[src/sv/b64_pkg.sv]
// b64_pkg: shared types, character constants and alphabet functions
// for the base64 stream codec. No dependencies.
package b64_pkg;

  // one result item as held in the output buffer
  typedef struct packed {
    logic [7:0] data;
    logic       dvalid;
    logic       last;
    logic       stop;
  } res_t;

  localparam logic DIR_ENCODE = 1'b0;
  localparam logic DIR_DECODE = 1'b1;

  localparam logic [7:0] CHAR_PAD   = 8'h3D; // '='
  localparam logic [7:0] CHAR_PLUS  = 8'h2B; // '+'
  localparam logic [7:0] CHAR_SLASH = 8'h2F; // '/'
  localparam logic [7:0] CHAR_UA    = 8'h41; // 'A'
  localparam logic [7:0] CHAR_UZ    = 8'h5A; // 'Z'
  localparam logic [7:0] CHAR_LA    = 8'h61; // 'a'
  localparam logic [7:0] CHAR_LZ    = 8'h7A; // 'z'
  localparam logic [7:0] CHAR_D0    = 8'h30; // '0'
  localparam logic [7:0] CHAR_D9    = 8'h39; // '9'

  // alphabet character for a sextet
  function automatic logic [7:0] b64_char(input logic [5:0] s);
    logic [7:0] c;
    if (s < 6'd26)      c = CHAR_UA + {2'b00, s};
    else if (s < 6'd52) c = CHAR_LA + {2'b00, s} - 8'd26;
    else if (s < 6'd62) c = CHAR_D0 + {2'b00, s} - 8'd52;
    else if (s == 6'd62) c = CHAR_PLUS;
    else                c = CHAR_SLASH;
    return c;
  endfunction

  // sextet of a character, bit 6 set for pad and anything outside the alphabet
  function automatic logic [6:0] b64_sextet(input logic [7:0] c);
    logic [7:0] v;
    logic       bad;
    v   = 8'd0;
    bad = 1'b0;
    if (c >= CHAR_UA && c <= CHAR_UZ)      v = c - CHAR_UA;
    else if (c >= CHAR_LA && c <= CHAR_LZ) v = c - CHAR_LA + 8'd26;
    else if (c >= CHAR_D0 && c <= CHAR_D9) v = c - CHAR_D0 + 8'd52;
    else if (c == CHAR_PLUS)               v = 8'd62;
    else if (c == CHAR_SLASH)              v = 8'd63;
    else                                   bad = 1'b1;
    return {bad, v[5:0]};
  endfunction

endpackage

[src/sv/base64_stream_codec.sv]
// base64_stream_codec: one-byte-per-item base64 encoder and decoder
// with a four-entry result buffer. Depends on b64_pkg.
// The first result of an item is offered the cycle after it is accepted.
// An item is taken only while the buffer is empty or its last result leaves,
// so no new item is taken while two or more results are still waiting.
// Reset (rst_n low, synchronous): encode direction, empty group, empty buffer.
module base64_stream_codec
  import b64_pkg::*;
(
  input  logic       clk,
  input  logic       rst_n,
  // configuration write
  input  logic       cfg_valid,
  output logic       cfg_ready,
  input  logic       cfg_direction,
  // input items
  input  logic       in_valid,
  output logic       in_ready,
  input  logic [7:0] in_byte,
  input  logic       in_last,
  // result items
  output logic       out_valid,
  input  logic       out_ready,
  output logic [7:0] out_byte,
  output logic       out_data_valid,
  output logic       out_last,
  output logic       out_stopped_early
);

  logic        dir_r;
  logic [23:0] grp_bits_r, grp_bits_nxt;
  logic [1:0]  grp_cnt_r, grp_cnt_nxt;
  logic        halted_r, halted_nxt;
  res_t        buf_r [4];
  res_t        buf_nxt [4];
  logic [2:0]  res_cnt_r, res_cnt_nxt;

  res_t        res_new [4];
  logic [2:0]  n_new;

  logic in_acc, out_pop, cfg_acc;

  // handshakes
  assign cfg_ready = 1'b1;
  assign cfg_acc   = cfg_valid && cfg_ready;
  assign out_valid = (res_cnt_r != 3'd0);
  assign out_pop   = out_valid && out_ready;
  assign in_ready  = (res_cnt_r == 3'd0) || ((res_cnt_r == 3'd1) && out_ready);
  assign in_acc    = in_valid && in_ready;

  // result item for one accepted item
  always_comb begin
    logic [1:0]  c;
    logic [23:0] bits;
    logic        h;
    logic [6:0]  sx;
    logic [2:0]  chars;
    logic        full;
    res_new[0] = '0;
    res_new[1] = '0;
    res_new[2] = '0;
    res_new[3] = '0;
    n_new      = 3'd0;
    c          = grp_cnt_r;
    bits       = grp_bits_r;
    h          = halted_r;
    sx         = b64_sextet(in_byte);
    chars      = 3'd0;
    full       = 1'b0;
    if (dir_r == DIR_ENCODE) begin
      // encode: pack the byte, emit four characters on a full group or the end
      if (c == 2'd3) begin
        c    = 2'd0;
        bits = '0;
      end
      case (c)
        2'd0:    bits = bits | {in_byte, 16'h0000};
        2'd1:    bits = bits | {8'h00, in_byte, 8'h00};
        2'd2:    bits = bits | {16'h0000, in_byte};
        default: bits = bits;
      endcase
      if (c == 2'd2 || in_last) begin
        chars = {1'b0, c} + 3'd2;
        for (int k = 0; k < 4; k++) begin
          res_new[k].data   = (3'(k) < chars) ? b64_char(bits[23-6*k -: 6]) : CHAR_PAD;
          res_new[k].dvalid = 1'b1;
        end
        n_new = 3'd4;
        bits  = '0;
        c     = 2'd0;
      end else begin
        c = c + 2'd1;
      end
    end else begin
      // decode: add a sextet unless halted (pad or a bad character halts), emit three bytes per full group
      if (!h) begin
        if (sx[6]) begin
          h = 1'b1;
        end else begin
          case (c)
            2'd0:    bits = bits | {sx[5:0], 18'h0};
            2'd1:    bits = bits | {6'h0, sx[5:0], 12'h0};
            2'd2:    bits = bits | {12'h0, sx[5:0], 6'h0};
            default: bits = bits | {18'h0, sx[5:0]};
          endcase
          if (c == 2'd3) begin
            full = 1'b1;
            c    = 2'd0;
          end else begin
            c = c + 2'd1;
          end
        end
      end
      if (full) begin
        for (int k = 0; k < 3; k++) begin
          res_new[k].data   = bits[23-8*k -: 8];
          res_new[k].dvalid = 1'b1;
        end
        n_new = 3'd3;
        bits  = '0;
      end else if (in_last && c != 2'd0) begin
        // flush a partial group as count-1 bytes
        for (int k = 0; k < 3; k++) begin
          res_new[k].data   = bits[23-8*k -: 8];
          res_new[k].dvalid = 1'b1;
          res_new[k].stop   = h;
        end
        n_new = {1'b0, c} - 3'd1;
      end
    end
    // end of message: marker if nothing else, tag the final result
    if (in_last) begin
      if (n_new == 3'd0) begin
        res_new[0].data   = 8'h00;
        res_new[0].dvalid = 1'b0;
        res_new[0].stop   = (dir_r == DIR_DECODE) ? h : 1'b0;
        n_new             = 3'd1;
      end
      res_new[n_new[1:0] - 2'd1].last = 1'b1;
      bits = '0;
      c    = 2'd0;
      h    = 1'b0;
    end
    grp_bits_nxt = bits;
    grp_cnt_nxt  = c;
    halted_nxt   = h;
  end

  // result buffer: load on accept, shift on pop
  always_comb begin
    buf_nxt     = buf_r;
    res_cnt_nxt = res_cnt_r;
    if (out_pop) begin
      buf_nxt[0]  = buf_r[1];
      buf_nxt[1]  = buf_r[2];
      buf_nxt[2]  = buf_r[3];
      res_cnt_nxt = res_cnt_r - 3'd1;
    end
    if (in_acc) begin
      buf_nxt     = res_new;
      res_cnt_nxt = n_new;
    end
  end

  // control and group state
  always_ff @(posedge clk) begin
    if (!rst_n) begin
      dir_r      <= DIR_ENCODE;
      grp_bits_r <= '0;
      grp_cnt_r  <= 2'd0;
      halted_r   <= 1'b0;
      res_cnt_r  <= 3'd0;
    end else begin
      res_cnt_r <= res_cnt_nxt;
      if (cfg_acc) begin
        dir_r      <= cfg_direction;
        grp_bits_r <= '0;
        grp_cnt_r  <= 2'd0;
        halted_r   <= 1'b0;
      end else if (in_acc) begin
        grp_bits_r <= grp_bits_nxt;
        grp_cnt_r  <= grp_cnt_nxt;
        halted_r   <= halted_nxt;
      end
    end
  end

  // buffer payload
  always_ff @(posedge clk) begin
    buf_r <= buf_nxt;
  end

  assign out_byte          = buf_r[0].data;
  assign out_data_valid    = buf_r[0].dvalid;
  assign out_last          = buf_r[0].last;
  assign out_stopped_early = buf_r[0].stop;

  // checks
  a_accept_room: assert property (@(posedge clk) disable iff (!rst_n)
    in_acc |-> (res_cnt_r <= 3'd1))
    else $error("item accepted while buffer holds more than one result");

  a_last_gives_result: assert property (@(posedge clk) disable iff (!rst_n)
    in_acc && in_last |=> (res_cnt_r != 3'd0) && (grp_cnt_r == 2'd0) && !halted_r)
    else $error("final item left no result or kept group state");

  a_encode_count: assert property (@(posedge clk) disable iff (!rst_n)
    (dir_r == DIR_ENCODE) |-> (grp_cnt_r != 2'd3) && !halted_r)
    else $error("encode group state out of range");

  a_cfg_clears: assert property (@(posedge clk) disable iff (!rst_n)
    cfg_acc |=> (grp_cnt_r == 2'd0) && (grp_bits_r == 24'h0) && !halted_r)
    else $error("direction write did not clear the group");

endmodule
[config.mk]
export PLATFORM = sky130hd
export DESIGN_NAME = base64_stream_codec
export DESIGN_NICKNAME = d
export VERILOG_FILES = /design/src/sv/b64_pkg.sv /design/src/sv/base64_stream_codec.sv
export SDC_FILE = /design/constraint.sdc
export NUM_CORES = 1
export LEC_CHECK = 0
export CAP_MARGIN = 5
export CORE_MARGIN = 2
export CORE_UTILIZATION = 30
export DETAILED_ROUTE_END_ITERATION = 12
export DONT_BUFFER_PORTS = 1
export GPL_TIMING_DRIVEN = 0
export PLACE_DENSITY_LB_ADDON = 0.3
export SYNTH_ARGS = -nofsm -noshare
export SYNTH_HDL_FRONTEND = slang
export SYNTH_SLANG_ARGS = --single-unit
[constraint.sdc]
create_clock -name clk -period 7.9 [get_ports clk]
set_input_delay 1.185 -clock clk [delete_from_list [all_inputs] [get_ports clk]]
set_output_delay 1.185 -clock clk [all_outputs]
set_load 0.05 [all_outputs]
; After elaboration in Yosys (flattened, before gate mapping)
; Index checks and enable logic that the tools add are counted.
[totals]
word_cells = 214
inputBits = 15
out_inout_bits = 14
register_bits = 75
[classes]
muxes = 99
addsub = 31
n_eq_ne = 12
bitwise = 9
reduce_logical = 18
order_cmp = 24
[ops]
columns = cell, n
row1 = $mux 24, 9
row2 = $pmux 24 s3, 2
row3 = $mux 8, 16
row4 = $mux 9, 14
row5 = $mux 44, 2
row6 = $add 7x6->8 const A, 8
row7 = $lt 6x6->1 const B, 8
row8 = $or 24x24->24, 2
row9 = $bwmux 44, 1
row10 = $mux 3, 13
row11 = $mux 33, 1
row12 = $sub 7x6->8 const B, 4
row13 = $sub 8x5->8 const B, 4
row14 = $mux 6, 5
row15 = $add 6x6->7 const A, 4
row16 = $eq 6x6->1 const B, 4
row17 = $lt 6x5->1 const B, 4
row18 = $or 24x12->24, 1
row19 = $or 24x16->24, 1
row20 = $or 24x18->24, 1
row21 = $or 24x6->24, 1
row22 = $or 24x8->24, 1
row23 = $mux 1, 23
row24 = $demux 11 s2, 1
row25 = other kinds (32), 63

; Depth between registers and ports, before layout
; Gate-level depths: netlist of the first run.
[logic_depth]
ltp_word = 26
ltp_mapped = 16
depth_no_buf = 14

; Worst setup path before layout of the first run
; No wires, ideal clock.
[synth_path]
path_type = input -> register
from = input port in_byte[2]
to = register buf_r (netlist bit out_byte[3]), data pin
path_stages = 16
setup_ns = 0.256
n_path_buf = 2
required_ns = 7.644
path_slack_ns = 3.165
arrival_time_ns = 4.479
path_cell_list = clkbuf_1 inv_1 ha_1 a21oi_1 a2111oi_2 or3b_1 buf_4 a21oi_1 mux2i_1 ha_1 nor2_1 a21oi_1 a211oi_1 a311oi_1 o31ai_1 a31o_2
[synth_lines]
columns = element, line
row1 = start: declaration, base64_stream_codec.sv:19  ; input logic [7:0] in_byte,
row2 = end signal: assignment, base64_stream_codec.sv:190  ; buf_r <= buf_nxt;
row3 = end: declaration, base64_stream_codec.sv:34  ; res_t buf_r [4];

==> summary.txt, run 1 <==
Detailed routing
  • Routed wire per std cell: 22.1 um
  • Total wire length: 23700 um
  • Post-route DRC: 0
  • Post-route ant nets: 0
  • DR pass1 iterations: 5
  • Via/cell ratio: 6.11
  • Initial drt markers: 843
  • Via count: 6551

STA
  • Slew Limit Headroom: 25.6%
  • Period minus WS final: 5820 ps
  • Fin crit share: 73.7%
  • Max-slew violations: 0
  • Setup violators final: 0
  • Actual slew at the worst max-slew pin: 1120 ps
  • Clock skew: 10.5 ps
  • RSZ-0062 raised after global routing: false
  • Final hold violation count: 0
  • Fmax achieved: 172 MHz
  • Setup TNS: 0 ps

Layout
  • Final nets: 848
  • Post-layout instance area: 0.00717 sq mm
  • Area grow syn2layout: 10.3%
  • Final core occ: 33.9%
  • Most frequent cells in the layout: nand2_1 (70), nor2_1 (54), a21oi_1 (45), edfxtp_1 (43), ha_1 (41)
  • Finished Layout Cells: 1072
  • Layout cells sized above 1: 9.16%
  • Fill cell count: 2232
  • # diodes: 0
  • Commonest non-fill, non-tap cell in the layout: nand2_1

Logic synthesis
  • Area leader, netlist: edfxtp_1
  • #FFs+latches synth: 74
  • YS warnings: 0
  • Top FF cell, synth: edfxtp_1
  • Syn nets: 836
  • Synth top area cells: edfxtp_1 (20%), dfxtp_1 (9.5%), ha_1 (7.9%), a22o_1 (4.0%), nand2_1 (4.0%)
  • Asr flop ratio synth: 0%
  • Mapped Area: 0.00651 sq mm
  • Sequential share of the synthesized area: 29.4%
  • Synthesized area per cell: 8.34 sq um
  • Post-synth EDFFs: 43
  • Synth top area share: 19.8%
  • Post-synthesis instance total: 780
  • Post-synth cell types: 85

Floorplan
  • Core area: 0.0212 sq mm
  • Die W: 151 um
  • Initial core utilization: 30.8%
  • Core Rows: 53
  • I/O pins: 29
  • Die Y-Extent: 151 um
  • Die footprint: 0.0229 sq mm

Critical path
  • Crit Path Category: input pin to flip-flop
  • CP Buf/Inv Count: 2
  • CP max stage cell: a21oi_2
  • CP Launch Type: input pin
  • Crit-path cells: clkbuf_1, inv_1, ha_1, nor2b_1, o21ai_1, a21oi_2, a21oi_2, mux2i_4, ha_1, or2_2, o211ai_1, nand2_1, o21ai_0
  • Crit. End Element: flip-flop
  • Critical Path AT: 5930 ps
  • R2R Setup Slk: 3270 ps
  • CP required: 8000 ps
  • CP delay by family, top: compound AO/OA/AOI/OAI gates
  • Crit-path max cell delay: 560 ps
  • Critical-path maximum fanout: 10

Global routing
  • Vias in the first global route: 6218
  • GRT Total Usage: 21.1%
  • Largest net degree at the start of global routing: 36
  • Antenna violations before repair: 0
  • First-pass GRT wire length: 36200 um
  • Grt ovf: 0

Clock tree
  • Post-cts resize count: 0
  • CTS sink cnt: 74
  • CTS root buf: clkbuf_16
  • Setup Buffers After CTS: 0
  • Post-CTS Hold Fix Bufs: 0
  • Reg clk slew, reported paths: 60 ps
  • Worst skew pair latency: 350 ps
  • CTS tree: yes
  • CTS H-Tree Depth: 3
  • CTS Buf Count: 9
  • Max Buffers Root-to-Sink: 2

Run
  • Max-cap violations: 0

Power
  • Clock share of power: 23.5%
  • Pleak: 2.59 nW
  • Max rail drop VDD: 0.0000877 V
  • Psw: 743 uW
  • Internal power: 1.05 mW
  • Logic pwr share: 40.0%
  • Power Dens Cells: 250 mW/mm^2
  • Seq pwr share: 36.5%
  • Sw Ratio: 41.5%

Placed design
  • Post-Place Cell Area: 0.00685 sq mm
  • Final HPWL DP: 17600 um
  • Port buffer count: 0
  • Placed cell count: 1055
  • Gpl congestion: 0.917

Status
  • Outcome: finished clean

Worst hold path
  • Hold Crit Class: flip-flop to flip-flop
-- per-layer routing --
metal,up-vias,routed length (um),track usage [%],share of wire [%]
li1,2997,-,-,-
met1,3129,9740,27.1,41
met2,352,10600,32.9,45
met3,73,2220,4.91,9.3
met4,0,1150,10.8,4.9
met5,-,0,0,0
-- kinds of logic (layout without fill, tap and decap cells) --
group / Yosys count / count (layout) / share of synthesized area [%]
XOR/XNOR: 10 / 10 / 1.35
multiplexers: 10 / 10 / 1.79
adder cells (fa/ha/maj): 41 / 41 / 7.88
buffers and inverters: 101 / 118 / 6.75
other: 1 / 1 / 0.0576
flip-flops: 74 / 74 / 29.4
AO/OA/AOI/OAI: 289 / 289 / 32.9
AND/OR/NAND/NOR: 254 / 254 / 19.9
-- state kept, by name, indices dropped and copies added, names as in the netlist --
signal             count
grp_cnt_r              2
halted_r               1
dir_r                  1
res_cnt_r              3
out_data_valid         1
grp_bits_r            24
out_byte               8
out_stopped_early      1
buf_r                 32
out_last               1
-- synth_stat cells, types with 7 or more instances --
master / instances
nor3_1: 20
o221ai_1: 8
xnor2_1: 9
nand2_1: 70
ha_1: 41
clkbuf_1: 31
nor2b_1: 13
o211ai_1: 15
edfxtp_1: 43
nand4_1: 12
and2_1: 12
inv_1: 41
nand2b_1: 7
buf_4: 12
nor2_1: 54
buf_2: 12
a22oi_1: 16
nand3_1: 24
a32oi_1: 10
o21ai_1: 7
a21o_1: 10
o21ai_0: 37
a21oi_1: 45
o211a_1: 7
o31ai_1: 9
dfxtp_1: 31
a22o_1: 30
a31oi_1: 13
-- tightest hold or removal path: cells and delay by family, from the launching register on --
family,cells,cell delay (ps)
DFF,1,310
AOI/OAI and AO/OA,1,50
and+or+nand+nor,1,50
-- area by class of cell --
class / instances / area [sq um] / area share (%)
Sequential cell: 74 / 1910 / 26.7
Clock buffer: 10 / 229 / 3.19
Clock inverter: 6 / 66.3 / 0.924
Buffer: 57 / 274 / 3.82
Tap cell: 275 / 344 / 4.80
Inverter: 44 / 165 / 2.30
Multi-Input combinational cell: 605 / 4160 / 57.9
Timing Repair Buffer: 1 / 27.5 / 0.384
-- per-stage QoR --
stage / worst slack (ps) / hold WS (ps) / power, mW
after global placement: 1870 / 446 / 1.35
after CTS: 2200 / 453 / 1.77
after detailed placement: 1850 / 445 / 1.35
after floorplan: 3160 / 430 / 1.17
after global routing: 1810 / 477 / 1.89
final: 2080 / 449 / 1.79
-- final timing paths --
path,end,depth (start not counted),startpoint
hold / removal,res_cnt_r[1],2,res_cnt_r[1]
hold reg to reg,res_cnt_r[1],2,res_cnt_r[1]
setup reg to reg,buf_r[26],11,grp_cnt_r[0]
setup / recovery,buf_r[26],13,in_byte[2]
-- power groups by stage --
stage,combinational [mW],sequential (mW),clock [mW]
2_1_floorplan,0.525,0.642,0
3_3_place_gp,0.689,0.660,0
3_5_place_dp,0.689,0.664,0
4_1_cts,0.691,0.656,0.424
5_1_grt,0.778,0.667,0.441
6_report,0.716,0.654,0.421
Power figures use the tool's default switching activity.
==> inputs of run 2 (changes only) <==
==> constraint.sdc (replaced) <==
create_clock -name clk -period 5.72 [get_ports clk]
set_input_delay 0.858 -clock clk [delete_from_list [all_inputs] [get_ports clk]]
set_output_delay 0.858 -clock clk [all_outputs]
set_load 0.05 [all_outputs]
==> summary.txt, run 2 (same netlist as run 1, synthesis figures left out) <==
Clock tree
  • CTS sink cnt: 74 (unchanged)
  • Worst skew pair latency: 350 ps (about the same)
  • Setup Buffers After CTS: 0 (unchanged)
  • Max Buffers Root-to-Sink: 2 (unchanged)
  • CTS root buf: clkbuf_16
  • Reg clk slew, reported paths: 60 ps (about the same)
  • CTS tree: yes
  • CTS Buf Count: 9 (unchanged)
  • CTS H-Tree Depth: 3 (unchanged)

Layout
  • Area grow syn2layout: 10.3% (about the same)
  • Register with the most flip-flops: buf_r
  • Final core occ: 33.9% (about the same)
  • Fill cell count: 2233 (+0.045%)
  • Layout cells sized above 1: 9.28% (+0.13 points)
  • Max FFs per register: 32 (unchanged)
  • Final nets: 848 (unchanged)
  • Most frequent cells in the layout: nand2_1 (70), nor2_1 (54), a21oi_1 (45), edfxtp_1 (43), ha_1 (41)
  • # diodes: 0 (unchanged)
  • Commonest non-fill, non-tap cell in the layout: nand2_1

Placed design
  • Gpl congestion: 0.917 (unchanged)
  • Placement Setup Slack: -1.40 ps (-1850 ps)
  • Port buffer count: 0 (unchanged)
  • Final HPWL DP: 17600 um (unchanged)

Global routing
  • Largest net degree at the start of global routing: 36 (unchanged)
  • Antenna violations before repair: 0 (unchanged)
  • GRT Total Usage: 21.1% (unchanged)
  • Vias in the first global route: 6218 (unchanged)
  • Grt ovf: 0 (unchanged)
  • First-pass GRT wire length: 36200 um (unchanged)

STA
  • Period minus WS final: 5450 ps
  • Final worst slack: 271 ps (-1810 ps)
  • RSZ-0062 raised after global routing: false
  • Max-slew violations: 0 (unchanged)
  • Actual slew at the worst max-slew pin: 1100 ps (-13.9 ps)
  • Setup violators final: 0 (unchanged)
  • Final hold violation count: 0 (unchanged)
  • Fmax achieved: 184 MHz
  • Fin crit share: 95.3%
  • Slew Limit Headroom: 26.6% (+0.93 points)
  • Clock skew: 10.7 ps (+0.136 ps)

Critical path
  • Crit-path cells: clkbuf_1, inv_1, ha_1, nor2b_1, o21ai_1, a21oi_2, a21oi_2, mux2i_4, ha_1, or2_2, o211ai_1, nand2_1, o21ba_2, a211o_1
  • Crit. End Element: flip-flop
  • FF-to-FF path depth: 13 (+2)
  • CP Launch Type: input pin
  • CP required: 5920 ps (-2080 ps)
  • Crit-path max cell delay: 540 ps (-20 ps)
  • Critical Path AT: 5650 ps (-280 ps)
  • CP delay by family, top: compound AO/OA/AOI/OAI gates
  • Critical-path maximum fanout: 10 (unchanged)
  • CP Buf/Inv Count: 2 (unchanged)
  • CP max stage cell: a21oi_2
  • Cell depth of the worst setup path: 14 (+1)
  • Crit Path Category: input pin to flip-flop

Detailed routing
  • DR pass1 iterations: 5 (unchanged)
  • Post-route DRC: 0 (unchanged)
  • Via/cell ratio: 6.15 (+0.69%)
  • Via count: 6596 (+0.69%)
  • Post-route ant nets: 0 (unchanged)
  • Initial drt markers: 810 (-3.9%)
  • Routed wire per std cell: 22.1 um (about the same)
  • Total wire length: 23700 um (about the same)

Power
  • Pleak: 2.60 nW (about the same)
  • Power Dens Cells: 345 mW/mm^2 (+38%)
  • Logic pwr share: 40.0% (about the same)
  • Sw Ratio: 41.5% (about the same)
  • Seq pwr share: 36.5% (about the same)
  • Max rail drop VDD: 0.000122 V (+39%)
  • Internal power: 1.45 mW (+38%)
  • Psw: 1.03 mW (+38%)
  • Clock share of power: 23.5% (about the same)

Floorplan
  • Core Rows: 53 (unchanged)
  • Core area: 0.0212 sq mm (unchanged)
  • Die footprint: 0.0229 sq mm (unchanged)
  • I/O pins: 29 (unchanged)
  • Initial core utilization: 30.8% (unchanged)
  • Die W: 151 um (unchanged)
  • Die Y-Extent: 151 um (unchanged)

Worst hold path
  • Hold Crit Class: flip-flop to flip-flop
  • WHS Path Cells: 2 (unchanged)

Run
  • Max-cap violations: 0 (unchanged)

Status
  • Outcome: finished clean
==> run 2: final cells by class <==
class,count,area [sq um],area share [%]
flip-flops and latches,74,1910,26.6
plain buffers,57,274,3.82
inverters,44,165,2.30
repair buffers,1,27.5,0.383
clock inverters,6,66.3,0.924
well taps,275,344,4.79
clock buffers,10,229,3.19
multi-input cells,605,4160,58.0
==> run 2: metal layers <==
metal | track usage (%) | vias up | part of all wire, %
met3 | 4.91 | 72 | 8.7
li1 | - | 3001 | -
met1 | 27.1 | 3152 | 42
met5 | 0 | - | 0
met4 | 10.8 | 0 | 4.8
met2 | 32.9 | 371 | 45
==> run 2: what timing repair did <==
item | in CTS | in global routing
endpoints found under the setup margin | 0 | 6
resized for setup | 0 | 1
hold buffers | 0 | 0
==> run 2: worst paths after layout <==
check,from,end,slack [ps]
setup / recovery,in_byte[2],buf_r[27],270
hold / removal,res_cnt_r[1],res_cnt_r[1],450
setup reg to reg,grp_cnt_r[0],buf_r[28],1080
hold reg to reg,res_cnt_r[1],res_cnt_r[1],450
==> run 2: metrics by stage <==
step	hold WS (ps)	instances	power [mW]	setup TNS, ps	cell area, sq um
after CTS	453	1071	2.45	0	7150
after global placement	446	1055	1.86	0	6850
after detailed placement	445	1055	1.87	-1.40	6850
final	449	1072	2.47	0	7180
after global routing	477	1072	2.60	0	7180
after floorplan	430	780	1.61	0	6510
==> run 2: tightest hold or removal path: cells and delay by family, from the launching register on <==
kind,cells,cell delay [ps]
DFF,1,310
AOI/OAI and AO/OA,1,50
and+or+nand+nor,1,50
==> run 2: power groups by stage <==
| stage | Sequential, mW | Clock [mW] | Combinational, mW |
|---|---|---|---|
| finish | 0.903 | 0.582 | 0.989 |
| global placement | 0.912 | 0 | 0.951 |
| detailed placement | 0.917 | 0 | 0.951 |
| CTS | 0.907 | 0.586 | 0.954 |
| floorplan | 0.887 | 0 | 0.726 |
| global route | 0.921 | 0.609 | 1.07 |
==> inputs of run 3 (changes only) <==
--- a/config.mk
+++ b/config.mk
@@ -6,6 +6,7 @@
 export NUM_CORES = 1
 export LEC_CHECK = 0
 export CAP_MARGIN = 5
+export CORE_ASPECT_RATIO = 1.2
 export CORE_MARGIN = 2
 export CORE_UTILIZATION = 30
 export DETAILED_ROUTE_END_ITERATION = 12
==> summary.txt, run 3 (same netlist as run 1, synthesis figures left out) <==
Layout
  • Final nets: 848 (unchanged)
  • # diodes: 0 (unchanged)
  • Final core occ: 33.6% (-0.38 points)
  • Area grow syn2layout: 10.8%
  • Register with the most flip-flops: buf_r
  • Post-layout instance area: 0.00721 sq mm (+0.42%)
  • Layout cells sized above 1: 9.28% (unchanged)
  • Most frequent cells in the layout: nand2_1 (70), nor2_1 (54), a21oi_1 (45), edfxtp_1 (43)
  • Commonest non-fill, non-tap cell in the layout: nand2_1
  • Max FFs per register: 32 (unchanged)

Critical path
  • Crit. End Element: flip-flop
  • CP Launch Type: input pin
  • Most used cell, CP: ha_1
  • Cell depth of the worst setup path: 14 (unchanged)
  • CP required: 5940 ps (+20 ps)
  • Crit Path Category: input pin to flip-flop
  • Critical R2R Launch: grp_cnt_r[0]
  • Critical Path AT: 5780 ps (+130 ps)
  • CP Buf/Inv Count: 2 (unchanged)
  • FF-to-FF path depth: 12 (-1)
  • Critical-path maximum fanout: 10 (unchanged)
  • Crit-path cells: clkbuf_1, inv_1, ha_1, and3b_1, a2111oi_2, nor3b_2, o21ai_0, mux2i_4, ha_1, or2_2, o211ai_1, nand2_1, o31ai_1, a31o_2
  • CP max stage cell: o21ai_0
  • Crit-path max cell delay: 590 ps (+50 ps)
  • CP delay by family, top: compound AO/OA/AOI/OAI gates
  • Worst Setup SP: in_byte[2]
  • R2R Setup Slk: 940 ps (-140 ps)

Global routing
  • Largest net degree at the start of global routing: 23 (-36%)
  • Top Usage Layer GRT: met2
  • Grt met2 use: 37.2% (+4.3 points)
  • Vias in the first global route: 6423 (+3.3%)
  • First-pass GRT wire length: 38300 um (+5.6%)
  • Met1 GRT Util: 24.9% (-2.2 points)
  • GRT Total Usage: 21.7% (+0.68 points)
  • GR Util met3: 3.09% (-1.8 points)
  • Antenna violations before repair: 0 (unchanged)
  • Grt ovf: 0 (unchanged)

Status
  • Outcome: finished clean

Placed design
  • Port buffer count: 0 (unchanged)
  • Post-Place Cell Area: 0.00688 sq mm (+0.38%)
  • Final HPWL DP: 18700 um (+6.0%)
  • Gpl congestion: 0.962 (+4.9%)

STA
  • Slew Limit Headroom: 13.1% (-13 points)
  • Fmax achieved: 180 MHz (-1.9%)
  • Hold slack: 482 ps (+33.8 ps)
  • Clock skew: 11.0 ps (+0.306 ps)
  • Period minus WS final: 5550 ps (+106 ps)
  • Fin crit share: 97.1% (+1.8 points)
  • Actual slew at the worst max-slew pin: 1300 ps (+202 ps)
  • Final hold violation count: 0 (unchanged)
  • Setup violators final: 0 (unchanged)
  • RSZ-0062 raised after global routing: false
  • Max-slew violations: 0 (unchanged)
  • Setup TNS: 0 ps (unchanged)

Floorplan
  • Core area: 0.0215 sq mm (+1.6%)
  • Core Rows: 59 (+11%)
  • Die W: 138 um (-8.5%)
  • Initial core utilization: 30.3% (-0.47 points)
  • Die Y-Extent: 165 um (+9.3%)
  • Die footprint: 0.0229 sq mm (about the same)
  • I/O pins: 29 (unchanged)

Clock tree
  • CTS sink cnt: 74 (unchanged)
  • Worst skew pair latency: 360 ps (about the same)
  • Max Buffers Root-to-Sink: 2 (unchanged)
  • CTS root buf: clkbuf_16
  • CTS H-Tree Depth: 3 (unchanged)
  • CTS tree: yes
  • Setup Buffers After CTS: 0 (unchanged)
  • Post-CTS Hold Fix Bufs: 0 (unchanged)
  • CTS Buf Count: 9 (unchanged)
  • Reg clk slew, reported paths: 60 ps (about the same)

Detailed routing
  • Via/cell ratio: 6.17 (+0.21%)
  • Initial drt markers: 672 (-17%)
  • Total wire length: 25100 um (+5.7%)
  • Post-route ant nets: 0 (unchanged)
  • Post-route DRC: 0 (unchanged)
  • Via count: 6604 (+0.12%)
  • Routed wire per std cell: 23.4 um (+5.8%)
  • DR pass1 iterations: 5 (unchanged)

Power
  • Power Dens Cells: 354 mW/mm^2 (+2.8%)
  • Tot Pwr: 2.55 mW (+3.2%)
  • Max rail drop VDD: 0.000406 V (+230%)
  • Pleak: 2.62 nW (+0.88%)

Worst hold path
  • Min-Delay Startpoint: res_cnt_r[1]
  • Hold Crit Class: flip-flop to flip-flop
  • WHS Path Cells: 2 (unchanged)

Run
  • Max-cap violations: 0 (unchanged)
[run 3: changes by cell type in the layout (fill, tap and decap cells not counted), sizes merged]
cell      before  now
bufinv         1    2
clkinvlp       3    1
inv           42   43
[run 3: area by class of cell]
type,count,area [sq um]
Sequential cell,74,1910
Buffer,57,274
Tap cell,274,343
Timing Repair Buffer,1,27.5
Inverter,44,165
Clock buffer,10,229
Clock inverter,6,90.1
Fill cell,2227,14300
Multi-Input combinational cell,605,4170
[run 3: power by group]
group	leakage [nW]	switching, mW	internal [mW]
sequential	0.675	0.107	0.801
combinational	1.79	0.699	0.309
clock	0.153	0.254	0.384
total	2.62	1.06	1.49
[run 3: path summary, 6_finish.rpt]
| check | to |
|---|---|
| setup / recovery | out_byte[3] |
| hold / removal | res_cnt_r[1] |
| setup reg to reg | out_byte[2] |
| hold reg to reg | res_cnt_r[1] |
[run 3: through the flow]
stage               std cells  setup slack, ps
finish                   1071              165
detailed placement       1055             -297
global route             1071             17.6
global placement         1054             -302
floorplan                 780             1310
CTS                      1071             29.3
[run 3: worst register-to-register path, stage by stage, from the launching register on]
cell and delay (ps):
dfxtp_1 460, inv_1 200, ha_1 400, nor3b_2 260
nor2_1 600, a22o_1 450, inv_1 180, ha_1 290
nor3_1 500, nor2_1 70, a2111oi_0 570, o32ai_1 280
a22o_1 270
[run 3: metal layers]
layer | routed length [um] | share of wire, %
met3 | 1820 | 7.2
met1 | 9620 | 38
met2 | 11700 | 47
met5 | 0 | 0
met4 | 1920 | 7.6
[run 3: timing repair]
action / 4_1_cts / 5_1_grt
hold endpoints to repair: 0 / 0
setup endpoints to repair: 0 / 10
resized for setup: 0 / 2
